`config.mk`:
```
export PLATFORM = sky130hd
export DESIGN_NAME = signed_to_decimal_ascii_flat
export DESIGN_NICKNAME = d
export VERILOG_FILES = /design/src/hdl/sdc_pkg.sv /design/src/hdl/sdc_if.sv /design/src/hdl/signed_to_decimal_ascii.sv /design/src/hdl/sdc_dabble_step.sv /design/src/flat_wrapper.sv
export SDC_FILE = /design/constraint.sdc
export NUM_CORES = 1
export LEC_CHECK = 0
export BUFFER_PORTS_ARGS = -buffer_cell sky130_fd_sc_hd__buf_2
export CORE_AREA = 2 2 175 177
export CTS_CLUSTER_DIAMETER = 100
export DETAILED_ROUTE_END_ITERATION = 8
export DIE_AREA = 0 0 177 179
export HOLD_SLACK_MARGIN = 0.05
export PLACE_DENSITY = 0.51
export SYNTH_ARGS = -nofsm -noshare
export SYNTH_HDL_FRONTEND = slang
export SYNTH_HIERARCHICAL = 1
export SYNTH_SLANG_ARGS = --single-unit
```
`constraint.sdc`:
```
create_clock -name clock -period 8.7 [get_ports clock]
set_clock_uncertainty 0.1 [all_clocks]
set_input_delay 0.87 -clock clock [delete_from_list [all_inputs] [get_ports clock]]
set_output_delay 0.87 -clock clock [all_outputs]
set_load 0.05 [all_outputs]
```
`src/hdl/sdc_pkg.sv`:
```
// Shared constants for the signed integer to decimal ASCII converter.
`timescale 1ns / 1ps
package sdc_pkg;

   // Width of the request value field on the channel
   localparam int VALUE_BITS = 64;
   // Default number of low value bits that take part in the conversion
   localparam int VALUE_WIDTH_DEFAULT = 64;
   // Width of one character on the response channel
   localparam int CHAR_BITS = 8;
   // Width of one packed BCD digit
   localparam int DIGIT_BITS = 4;

   // Character codes
   localparam logic [CHAR_BITS-1:0] ASCII_ZERO  = 8'd48;
   localparam logic [CHAR_BITS-1:0] ASCII_MINUS = 8'd45;

endpackage

```
`src/hdl/sdc_if.sv`:
```
// Request and response channel interfaces for the decimal ASCII converter.
`timescale 1ns / 1ps
interface sdc_req_if;
   logic                           valid;
   logic                           ready;
   logic [sdc_pkg::VALUE_BITS-1:0] value;

   modport source (output valid, output value, input ready);
   modport sink (input valid, input value, output ready);
endinterface

interface sdc_rsp_if;
   logic                          valid;
   logic                          ready;
   logic [sdc_pkg::CHAR_BITS-1:0] char_code;
   logic                          last;

   modport source (output valid, output char_code, output last, input ready);
   modport sink (input valid, input char_code, input last, output ready);
endinterface

```
`src/hdl/signed_to_decimal_ascii.sv`:
```
// Top level: signed integer to decimal ASCII text, one character per response.
//
//   channel   dir  handshake      payload
//   req_chan  in   valid/ready    value[63:0], low VALUE_WIDTH bits used, signed
//   rsp_chan  out  valid/ready    char_code[7:0], last
//
// One request is loaded, converted in the shift-add-3 unit one magnitude bit
// at a time and stripped of its leading zero digits; it is then sent as one
// character per taken response, with a minus sign first for a negative value.
// Reset returns the sequencer to idle; no clearing pass is needed.
// A stalled response holds its character; req_chan.ready is low until the
// character with last set has been taken.
`timescale 1ns / 1ps
module signed_to_decimal_ascii #(
   parameter int VALUE_WIDTH = sdc_pkg::VALUE_WIDTH_DEFAULT
) (
   input logic       clock,
   input logic       reset,
   sdc_req_if.sink   req_chan,
   sdc_rsp_if.source rsp_chan
);

   // Decimal digits needed for any VALUE_WIDTH-bit unsigned magnitude
   localparam int DIGITS    = (VALUE_WIDTH * 30103) / 100000 + 1;
   localparam int DW        = sdc_pkg::DIGIT_BITS;
   localparam int BCD_W     = DIGITS * DW;
   localparam int BIT_CNT_W = (VALUE_WIDTH > 1) ? $clog2(VALUE_WIDTH) : 1;
   localparam int DIG_CNT_W = $clog2(DIGITS + 1);

   localparam logic [BIT_CNT_W-1:0] LAST_BIT   = BIT_CNT_W'(VALUE_WIDTH - 1);
   localparam logic [DIG_CNT_W-1:0] ALL_DIGITS = DIG_CNT_W'(DIGITS);
   localparam logic [DIG_CNT_W-1:0] ONE_DIGIT  = DIG_CNT_W'(1);

   typedef enum logic [4:0] {
      ST_IDLE = 5'b00001,
      ST_CONV = 5'b00010,
      ST_SKIP = 5'b00100,
      ST_SIGN = 5'b01000,
      ST_EMIT = 5'b10000
   } state_type;

   state_type              state_ff, state_in;
   logic [VALUE_WIDTH-1:0] mag_ff, mag_in;
   logic [BCD_W-1:0]       bcd_ff, bcd_in;
   logic                   neg_ff, neg_in;
   logic [BIT_CNT_W-1:0]   bit_cnt_ff, bit_cnt_in;
   logic [DIG_CNT_W-1:0]   dig_cnt_ff, dig_cnt_in;

   logic [VALUE_WIDTH-1:0] raw;
   logic [VALUE_WIDTH-1:0] raw_mag;
   logic [BCD_W-1:0]       bcd_step;
   logic [DW-1:0]          top_digit;
   logic                   req_fire;
   logic                   rsp_fire;

   // Take the used bits and form the unsigned magnitude
   assign raw     = req_chan.value[VALUE_WIDTH-1:0];
   assign raw_mag = raw[VALUE_WIDTH-1] ? (~raw + 1'b1) : raw;

   assign top_digit = bcd_ff[BCD_W-1 -: DW];
   assign req_fire  = req_chan.valid & req_chan.ready;
   assign rsp_fire  = rsp_chan.valid & rsp_chan.ready;

   // Shared shift-add-3 unit, one magnitude bit per cycle
   sdc_dabble_step #(
      .DIGITS (DIGITS)
   ) u_step (
      .bcd_i (bcd_ff),
      .bit_i (mag_ff[VALUE_WIDTH-1]),
      .bcd_o (bcd_step)
   );

   // Drive the channels from registered state
   assign req_chan.ready     = (state_ff == ST_IDLE);
   assign rsp_chan.valid     = (state_ff == ST_SIGN) | (state_ff == ST_EMIT);
   assign rsp_chan.char_code = (state_ff == ST_SIGN) ? sdc_pkg::ASCII_MINUS
                               : sdc_pkg::ASCII_ZERO + {{(sdc_pkg::CHAR_BITS-DW){1'b0}}, top_digit};
   assign rsp_chan.last      = (state_ff == ST_EMIT) && (dig_cnt_ff == ONE_DIGIT);

   // Sequence load, conversion, leading zero drop and character output
   always_comb begin
      state_in   = state_ff;
      mag_in     = mag_ff;
      bcd_in     = bcd_ff;
      neg_in     = neg_ff;
      bit_cnt_in = bit_cnt_ff;
      dig_cnt_in = dig_cnt_ff;
      unique case (state_ff)
         ST_IDLE: begin
            if (req_fire) begin
               mag_in     = raw_mag;
               neg_in     = raw[VALUE_WIDTH-1];
               bcd_in     = '0;
               bit_cnt_in = LAST_BIT;
               dig_cnt_in = ALL_DIGITS;
               state_in   = ST_CONV;
            end
         end
         ST_CONV: begin
            bcd_in = bcd_step;
            mag_in = {mag_ff[VALUE_WIDTH-2:0], 1'b0};
            if (bit_cnt_ff == '0) begin
               state_in = ST_SKIP;
            end else begin
               bit_cnt_in = bit_cnt_ff - 1'b1;
            end
         end
         ST_SKIP: begin
            // Drop leading zeros, keeping at least one digit
            if ((top_digit == '0) && (dig_cnt_ff != ONE_DIGIT)) begin
               bcd_in     = {bcd_ff[BCD_W-DW-1:0], {DW{1'b0}}};
               dig_cnt_in = dig_cnt_ff - 1'b1;
            end else if (neg_ff) begin
               state_in = ST_SIGN;
            end else begin
               state_in = ST_EMIT;
            end
         end
         ST_SIGN: begin
            if (rsp_fire) begin
               state_in = ST_EMIT;
            end
         end
         ST_EMIT: begin
            // Advance to the next digit once the character is taken
            if (rsp_fire) begin
               bcd_in     = {bcd_ff[BCD_W-DW-1:0], {DW{1'b0}}};
               dig_cnt_in = dig_cnt_ff - 1'b1;
               if (dig_cnt_ff == ONE_DIGIT) begin
                  state_in = ST_IDLE;
               end
            end
         end
         default: begin
            state_in = ST_IDLE;
         end
      endcase
   end

   // Control state
   always_ff @(posedge clock) begin
      if (reset) begin
         state_ff <= ST_IDLE;
      end else begin
         state_ff <= state_in;
      end
   end

   // Datapath registers
   always_ff @(posedge clock) begin
      mag_ff     <= mag_in;
      bcd_ff     <= bcd_in;
      neg_ff     <= neg_in;
      bit_cnt_ff <= bit_cnt_in;
      dig_cnt_ff <= dig_cnt_in;
   end

endmodule

```
`src/hdl/sdc_dabble_step.sv`:
```
// One shift-add-3 step of binary to BCD conversion over a row of digits.
`timescale 1ns / 1ps
module sdc_dabble_step #(
   parameter int DIGITS = 20
) (
   input  logic [DIGITS*sdc_pkg::DIGIT_BITS-1:0] bcd_i,
   input  logic                                  bit_i,
   output logic [DIGITS*sdc_pkg::DIGIT_BITS-1:0] bcd_o
);

   localparam int BCD_W = DIGITS * sdc_pkg::DIGIT_BITS;
   localparam int DW    = sdc_pkg::DIGIT_BITS;

   logic [BCD_W-1:0] adjusted;

   // Correct every digit of five or more so the doubling carries in decimal
   always_comb begin
      for (int d = 0; d < DIGITS; d++) begin
         if (bcd_i[d*DW +: DW] >= 4'd5) begin
            adjusted[d*DW +: DW] = bcd_i[d*DW +: DW] + 4'd3;
         end else begin
            adjusted[d*DW +: DW] = bcd_i[d*DW +: DW];
         end
      end
   end

   // Double and bring in the next magnitude bit
   assign bcd_o = {adjusted[BCD_W-2:0], bit_i};

endmodule

```
`src/flat_wrapper.sv`:
```
// flat-port wrapper written by rule: the top's interface ports become plain ports
module signed_to_decimal_ascii_flat 
#(
   parameter int VALUE_WIDTH = sdc_pkg::VALUE_WIDTH_DEFAULT
)
  (clock, reset, req_chan_valid, req_chan_value, req_chan_ready, rsp_chan_valid, rsp_chan_char_code, rsp_chan_last, rsp_chan_ready);
  sdc_req_if req_chan_i ();
  sdc_rsp_if rsp_chan_i ();
  input logic clock;
  input logic reset;
  input wire logic [$bits(req_chan_i.valid)-1:0] req_chan_valid;
  input wire logic [$bits(req_chan_i.value)-1:0] req_chan_value;
  output wire logic [$bits(req_chan_i.ready)-1:0] req_chan_ready;
  output wire logic [$bits(rsp_chan_i.valid)-1:0] rsp_chan_valid;
  output wire logic [$bits(rsp_chan_i.char_code)-1:0] rsp_chan_char_code;
  output wire logic [$bits(rsp_chan_i.last)-1:0] rsp_chan_last;
  input wire logic [$bits(rsp_chan_i.ready)-1:0] rsp_chan_ready;
  assign req_chan_i.valid = req_chan_valid;
  assign req_chan_i.value = req_chan_value;
  assign req_chan_ready = req_chan_i.ready;
  assign rsp_chan_valid = rsp_chan_i.valid;
  assign rsp_chan_char_code = rsp_chan_i.char_code;
  assign rsp_chan_last = rsp_chan_i.last;
  assign rsp_chan_i.ready = rsp_chan_ready;
  signed_to_decimal_ascii #(.VALUE_WIDTH(VALUE_WIDTH)) u_core (.clock(clock), .reset(reset), .req_chan(req_chan_i), .rsp_chan(rsp_chan_i));
endmodule
```
==> impl_metrics.json, run 1 <==
{
  "p_seq_share_pct": 47.3,
  "vdd_ir_drop_max_uv": 102,
  "maxCapViolCount": 0,
  "finalCritPeriodShare_pct": 38.4,
  "ant_nets": 0,
  "power_density_nw_per_um2": 194,
  "clockRootBuffer": "clkbuf_16",
  "clock_latency_ps": 420,
  "synth_edf_count": 156,
  "grt_max_degree": 77,
  "cpMaxStageDelayCell": "a31oi_4",
  "route.detailed.drc": 0,
  "die_area_um2": 31700,
  "routed_wl_um": 21500,
  "hp-class": "register to register",
  "crit_arrival_ps": 3290,
  "fill_cells": 3009,
  "crit_cells": 5,
  "dp_hpwl_um": 14600,
  "antenna_cells": 0,
  "initial_core_util_pct": 34.5,
  "power_leakage_nw": 4.41,
  "viasPerCell": 5.02,
  "drv_slew": 0,
  "cts_tree": "built",
  "cts.clk_slew.worst_paths_ps": 60,
  "ctsHoldBuffers": 0,
  "crit_family": "simple AND/OR/NAND/NOR gates",
  "p_int_w": 0.00159,
  "place_congestion": 0.792,
  "hold_depth": 2,
  "cts.sinks": 161,
  "final_hold_viol_count": 0,
  "dieWidth_um": 177,
  "cts_resized": 0,
  "fmax_mhz": 299,
  "avgSynthCellArea_um2": 10.3,
  "wire_per_inst_um": 14.6,
  "syn_inst": 1007,
  "slowest_delay_ps": 870,
  "fin_nets": 1177,
  "ys_seq_area_share_pct": 46.2,
  "cp_num_buf_inv": 1,
  "rsz0062_at_grt": "false",
  "reg2reg_depth": 5,
  "status": "finished clean",
  "crit_chain": "nor3_1 -> nand3b_1 -> and2_1 -> a31oi_4 -> buf_4",
  "whs_ps": 412,
  "first_iter_violations": 417,
  "utilization_pct": 38.9,
  "ios": 79,
  "port_buffers": 75,
  "grt_pass1_wl_um": 36100,
  "netlist_area_um2": 10300,
  "setup_ws_ps": 5360,
  "fin_crit_ps": 3340,
  "power.share.combinational_pct": 19.6,
  "row_count": 64,
  "post-place-ws_ps": 5170,
  "htree_levels": 4,
  "grt_overflow": 0,
  "ys_ff_latch": 161,
  "worst_slew_margin_rel_pct": 28.8,
  "first_global_vias": 7195,
  "cp_max_fo": 52,
  "clock_path_buffers": 2,
  "setup_violations": 0,
  "track_usage_pct": 14.1,
  "yosys_most_used_dff": "edfxtp_1",
  "finalPower_w": 0.00226,
  "p_switching_w": 0.000670,
  "crit_path_end_kind": "register",
  "cts_setup_buffers": 0,
  "cts_buffers": 17,
  "synthArstFlopShare_pct": 0,
  "via_count": 7393,
  "swShare_pct": 29.6,
  "setup-tns-final_ps": 0,
  "worstSetupPathType": "register to register",
  "pwr-share-clk_pct": 33.1,
  "required_ps": 8650,
  "worst_pin_slew_ps": 1070,
  "ys_types": 54,
  "drive_gt1_share_pct": 15.9,
  "drtPass1Iterations": 5,
  "syn2layout_area_growth_pct": 12.9,
  "critPathLaunchType": "register",
  "yosysWarnings": 6,
  "core_area_um2": 30000,
  "fp.dieH_um": 179,
  "grt_antenna_before_repair": 0
}
[state kept, by name, indices dropped and copies added (netlist names)]
name	count
u_core/dig_cnt_ff	5
u_core/neg_ff	1
u_core/bit_cnt_ff	6
u_core/mag_ff	64
u_core/state_ff	5
u_core/bcd_ff	80
[cells by family after synthesis]
group,share of synthesized area [%]
muxes,2.13
and+or+nand+nor,16.2
adders and majority gates,5.44
AOI/OAI and AO/OA,18.8
DFF,46.2
buffers and inverters,3.74
xor gates and xnor gates,7.45
other,0.0726
[Yosys cell counts, types with 2 or more instances]
cell type / number / area share [%]
nor4_4: 2 / 0.41
and2_1: 9 / 0.54
o21ai_1: 31 / 1.5
inv_1: 50 / 1.8
o21ai_0: 69 / 3.3
buf_6: 2 / 0.22
buf_4: 4 / 0.29
a21oi_2: 20 / 1.7
o41ai_1: 5 / 0.42
clkbuf_1: 33 / 1.2
ha_1: 45 / 5.4
buf_1: 6 / 0.22
or3_4: 2 / 0.22
nand3_2: 3 / 0.29
nand3b_1: 5 / 0.36
or4_4: 3 / 0.33
conb_1: 2 / 0.073
or3_1: 8 / 0.48
nand3_1: 4 / 0.19
nand4_1: 4 / 0.24
nor3_1: 11 / 0.53
o41ai_2: 12 / 1.9
edfxtp_1: 156 / 45
nand4_2: 2 / 0.24
nor4_1: 3 / 0.18
nor2_1: 65 / 2.4
or4_1: 8 / 0.58
a22o_1: 76 / 6.4
xor2_1: 63 / 5.3
a21oi_1: 24 / 1.2
dfxtp_1: 5 / 0.97
xnor2_1: 25 / 2.1
mux2i_1: 22 / 2.1
nor3_4: 2 / 0.31
o31ai_1: 19 / 1.4
nand2b_1: 44 / 2.7
o31ai_2: 3 / 0.36
nand2_1: 144 / 5.2
[final cells by class]
| cell class | instances | area [µm²] | share of cell area, % |
|---|---|---|---|
| tap | 396 | 495 | 4.24 |
| inverter | 50 | 188 | 1.61 |
| clock inverter | 14 | 153 | 1.31 |
| multi-input combinational | 752 | 5200 | 44.5 |
| clock buffer | 18 | 429 | 3.67 |
| timing repair buffer | 82 | 428 | 3.66 |
| sequential | 161 | 4780 | 41.0 |
[final timing paths]
check                     start                 to  slack (ps)
max reg2reg  u_core/state_ff[4]  u_core/bcd_ff[32]        5360
max          u_core/state_ff[4]  u_core/bcd_ff[32]        5360
min reg2reg   u_core/mag_ff[62]  u_core/mag_ff[63]         410
min           u_core/mag_ff[62]  u_core/mag_ff[63]         410
[metrics by stage]
step	area, µm²	instances
6_report	11700	1473
5_1_grt	11700	1473
4_1_cts	11700	1473
3_5_place_dp	11100	1441
3_3_place_gp	11100	1441
2_1_floorplan	10400	1008
[power by group through the flow]
stage	combinational (W)	clock, W	sequential [W]
5_1_grt	0.000510	0.000803	0.00109
3_3_place_gp	0.000443	0	0.00109
3_5_place_dp	0.000450	0	0.00109
2_1_floorplan	0.000344	0	0.00107
4_1_cts	0.000452	0.000775	0.00107
6_report	0.000444	0.000749	0.00107
[layer usage]
metal / wire [µm] / GRT usage [%]
met3: 817 / 3.10
met2: 9960 / 23.6
met5: 0 / 0
met4: 149 / 3.48
met1: 10600 / 18.6
[layout by cell type (no fill, tap or decap), types with 25 or more instances in the layout]
cell,count
a22o_1,76
xor2_1,63
ha_1,45
nor2_1,65
inv_1,49
edfxtp_1,156
nand2_1,143
o21ai_0,69
buf_2,75
xnor2_1,25
nand2b_1,44
o21ai_1,31
[tightest hold or removal path, delay by kind of cell (launching register included)]
family        cells  cell delay, ps
flops             1             320
simple gates      2              90
Power figures use the tool's default switching activity.
==> inputs of run 2 (changes only) <==
--- a/config.mk
+++ b/config.mk
@@ -5,11 +5,12 @@
 export SDC_FILE = /design/constraint.sdc
 export NUM_CORES = 1
 export LEC_CHECK = 0
+export ABC_AREA = 1
 export BUFFER_PORTS_ARGS = -buffer_cell sky130_fd_sc_hd__buf_2
-export CORE_AREA = 2 2 175 177
+export CORE_AREA = 2 2 183 185
 export CTS_CLUSTER_DIAMETER = 100
 export DETAILED_ROUTE_END_ITERATION = 8
-export DIE_AREA = 0 0 177 179
+export DIE_AREA = 0 0 185 187
 export HOLD_SLACK_MARGIN = 0.05
 export PLACE_DENSITY = 0.51
 export SYNTH_ARGS = -nofsm -noshare
==> constraint.sdc (replaced) <==
create_clock -name clock -period 3.5 [get_ports clock]
set_clock_uncertainty 0.1 [all_clocks]
set_input_delay 0.35 -clock clock [delete_from_list [all_inputs] [get_ports clock]]
set_output_delay 0.35 -clock clock [all_outputs]
set_load 0.05 [all_outputs]
==> run 2 against run 1 <==
Global-route usage up 2.5 points. Core utilization fell by 0.41 points. Register-to-register slack worse by 4200 ps. Sequential share of layout area shrank 3.1 points. Final cell count increased by 34%. Critical path depth is 1 higher. Die area grew 9.2%. Clock-buffer cell count grew 1. Fmax rose by 45%. Sequential cell count did not move. First-iteration DRC count rose by 86%. Synthesized cell count grew 44%. Critical path type unchanged. Highest routed layer unchanged.
==> impl_metrics.json, run 2 <==
{
  "status": "finished clean",
  "worstSetupPathType": "register to register",
  "synthArstFlopShare_pct": 0,
  "final_cell_mix": "nand2_1, edfxtp_1, nor2_1",
  "vdd_ir_drop_max_uv": 375,
  "drv_slew": 0,
  "ys_top_cells_by_count": "nand2_1, edfxtp_1, nor2_1",
  "clock_latency_ps": 440,
  "crit_chain": "ha_1 -> nand3b_1 -> nand4_1 -> a21o_1 -> a21oi_4 -> buf_12",
  "fp.dieH_um": 187,
  "final_area_um2": 12600,
  "syn2layout_area_growth_pct": 12.0,
  "yosys_most_used_dff": "edfxtp_1",
  "worst_pin_slew_ps": 855,
  "cts.sinks": 161,
  "port_buffers": 75,
  "critPathLaunchType": "register",
  "synth_edf_count": 156,
  "grt_overflow": 0,
  "ant_nets": 0,
  "worst_slew_margin_rel_pct": 43.0,
  "avgSynthCellArea_um2": 7.80,
  "yosysMostFrequentCell": "nand2_1",
  "crit_path_end_kind": "register",
  "grt_max_degree": 81,
  "track_usage_pct": 16.7,
  "required_ps": 3480,
  "setup_ws_ps": 1200,
  "rsz0062_at_grt": "false",
  "initial_core_util_pct": 34.4,
  "fin_cells": 1968,
  "setup-tns-final_ps": 0,
  "grt_antenna_before_repair": 0,
  "power_leakage_nw": 5.29,
  "post-place-cells": 1935,
  "route.detailed.drc": 0,
  "viasPerCell": 4.96,
  "met2_usage_pct": 27.0,
  "cts_buffers": 17,
  "cts.clk_slew.worst_paths_ps": 70,
  "largest_reg_flops": 80,
  "hp-class": "input port to register",
  "yosysTopAreaCellShare_pct": 41.5,
  "ys_ff_latch": 161,
  "crit_arrival_ps": 2280,
  "power_density_nw_per_um2": 667,
  "drtPass1Iterations": 5,
  "routed_wl_um": 28400,
  "cts_tree": "built",
  "place_congestion": 0.854,
  "via_count": 9768,
  "cp_max_fo": 80,
  "grt_pass1_wl_um": 46600,
  "fmax_mhz": 435,
  "yosysWarnings": 6,
  "row_count": 67,
  "largest_register": "u_core/bcd_ff",
  "cts_setup_buffers": 0,
  "dpl-instance-area_um2": 12100,
  "antenna_cells": 0,
  "htree_levels": 4,
  "syn_inst": 1447,
  "fin_crit_ps": 2300,
  "ys_types": 39,
  "grt_use_met3_pct": 2.16,
  "finalCritPeriodShare_pct": 65.6,
  "ys_seq_area_share_pct": 42.4,
  "core_area_um2": 32900,
  "setup_violations": 0,
  "first_iter_violations": 777,
  "slowest_delay_ps": 430,
  "dp_hpwl_um": 19900,
  "cpMaxStageDelayCell": "edfxtp_1",
  "maxCapViolCount": 0,
  "die_area_um2": 34600,
  "dieWidth_um": 185,
  "final_hold_viol_count": 0,
  "yosys-top-cells-area": "edfxtp_1, nand2_1, a22o_1",
  "clockRootBuffer": "clkbuf_16",
  "ios": 79,
  "fin_nets": 1620,
  "first_global_vias": 9228,
  "grt_busiest_layer": "met2",
  "netlist_area_um2": 11300,
  "use_met1_pct": 22.8,
  "clock_path_buffers": 2,
  "post-place-ws_ps": 1160,
  "reg_top3": "u_core/bcd_ff: 80 flops, u_core/mag_ff: 64 flops, u_core/bit_cnt_ff: 6 flops",
  "mostFrequentLayoutCell": "nand2_1",
  "wire_per_inst_um": 14.4,
  "yosys.area.top_type": "edfxtp_1",
  "drive_gt1_share_pct": 13.4
}
## run 2: changes by cell type in the layout (fill, tap and decap cells not counted), sizes merged, moves of 44 or more
cell    change
inv       +108
nor2      +110
nand2b     -44
nand2     +284
nand3     +115
xor2       -53
## run 2: power breakdown
part | total (W) | internal, W | switching, W
Clock | 0.00172 | 0.000906 | 0.000813
Combinational | 0.00306 | 0.00102 | 0.00204
Sequential | 0.00366 | 0.00308 | 0.000587
Total | 0.00844 | 0.00500 | 0.00344
## run 2: metal layers
layer | vias to the layer above | wire length [µm] | share of wire [%]
met5 | - | 0 | 0
met4 | 0 | 535 | 1.9
met3 | 37 | 1140 | 4.0
met2 | 229 | 13000 | 46
met1 | 4518 | 13700 | 48
li1 | 4984 | - | -
## run 2: worst paths after layout
path / start / cells past startpoint / to / slack (ps)
min reg2reg: u_core/mag_ff[59] / 2 / u_core/mag_ff[60] / 420
max: u_core/dig_cnt_ff[0] / 6 / u_core/bcd_ff[22] / 1200
max reg2reg: u_core/dig_cnt_ff[0] / 6 / u_core/bcd_ff[22] / 1200
min: rsp_chan_ready / 3 / u_core/state_ff[4] / 120
## run 2: layout make-up
cell class,instances,area (µm²)
clock inverters,13,88.8
fillers,3450,20200
repair buffers,82,468
well taps,448,561
inverters,165,624
flip-flops and latches,161,4780
multi-input cells,1080,5690
clock buffers,19,433
## run 2: critical path: cells and delay by family, from the launching register on
family          cells  cell delay, ps
simple gates        2             330
compound gates      2             400
buf+inv             1             370
flops               1             430
fa+ha+maj           1             220
## run 2: cell families (layout without fill, tap and decap cells)
group           after synthesis  in the layout  share of synthesized area (%)
simple gates                756            756                           28.6
compound gates              254            254                           14.8
buf+inv                     207            279                           7.48
flops                       161            161                           42.4
fa+ha+maj                    45             45                           4.99
xor+xnor                     22             22                           1.71
other cells                   2              3                         0.0665
## run 2: per-stage QoR
step	total power, W	utilization [%]	hold slack (ps)
4_1_cts	0.00854	38.5	105
3_3_place_gp	0.00673	36.9	404
3_5_place_dp	0.00678	36.9	410
6_report	0.00844	38.5	120
5_1_grt	0.00914	38.5	161
2_1_floorplan	0.00594	-	319
## run 2: repair_timing
| action | 4_1_cts | 5_1_grt |
|---|---|---|
| gates resized for setup | 0 | 0 |
| endpoints found under the hold margin | 3 | 0 |
| endpoints found under the setup margin | 0 | 0 |
| hold buffers | 1 | 0 |
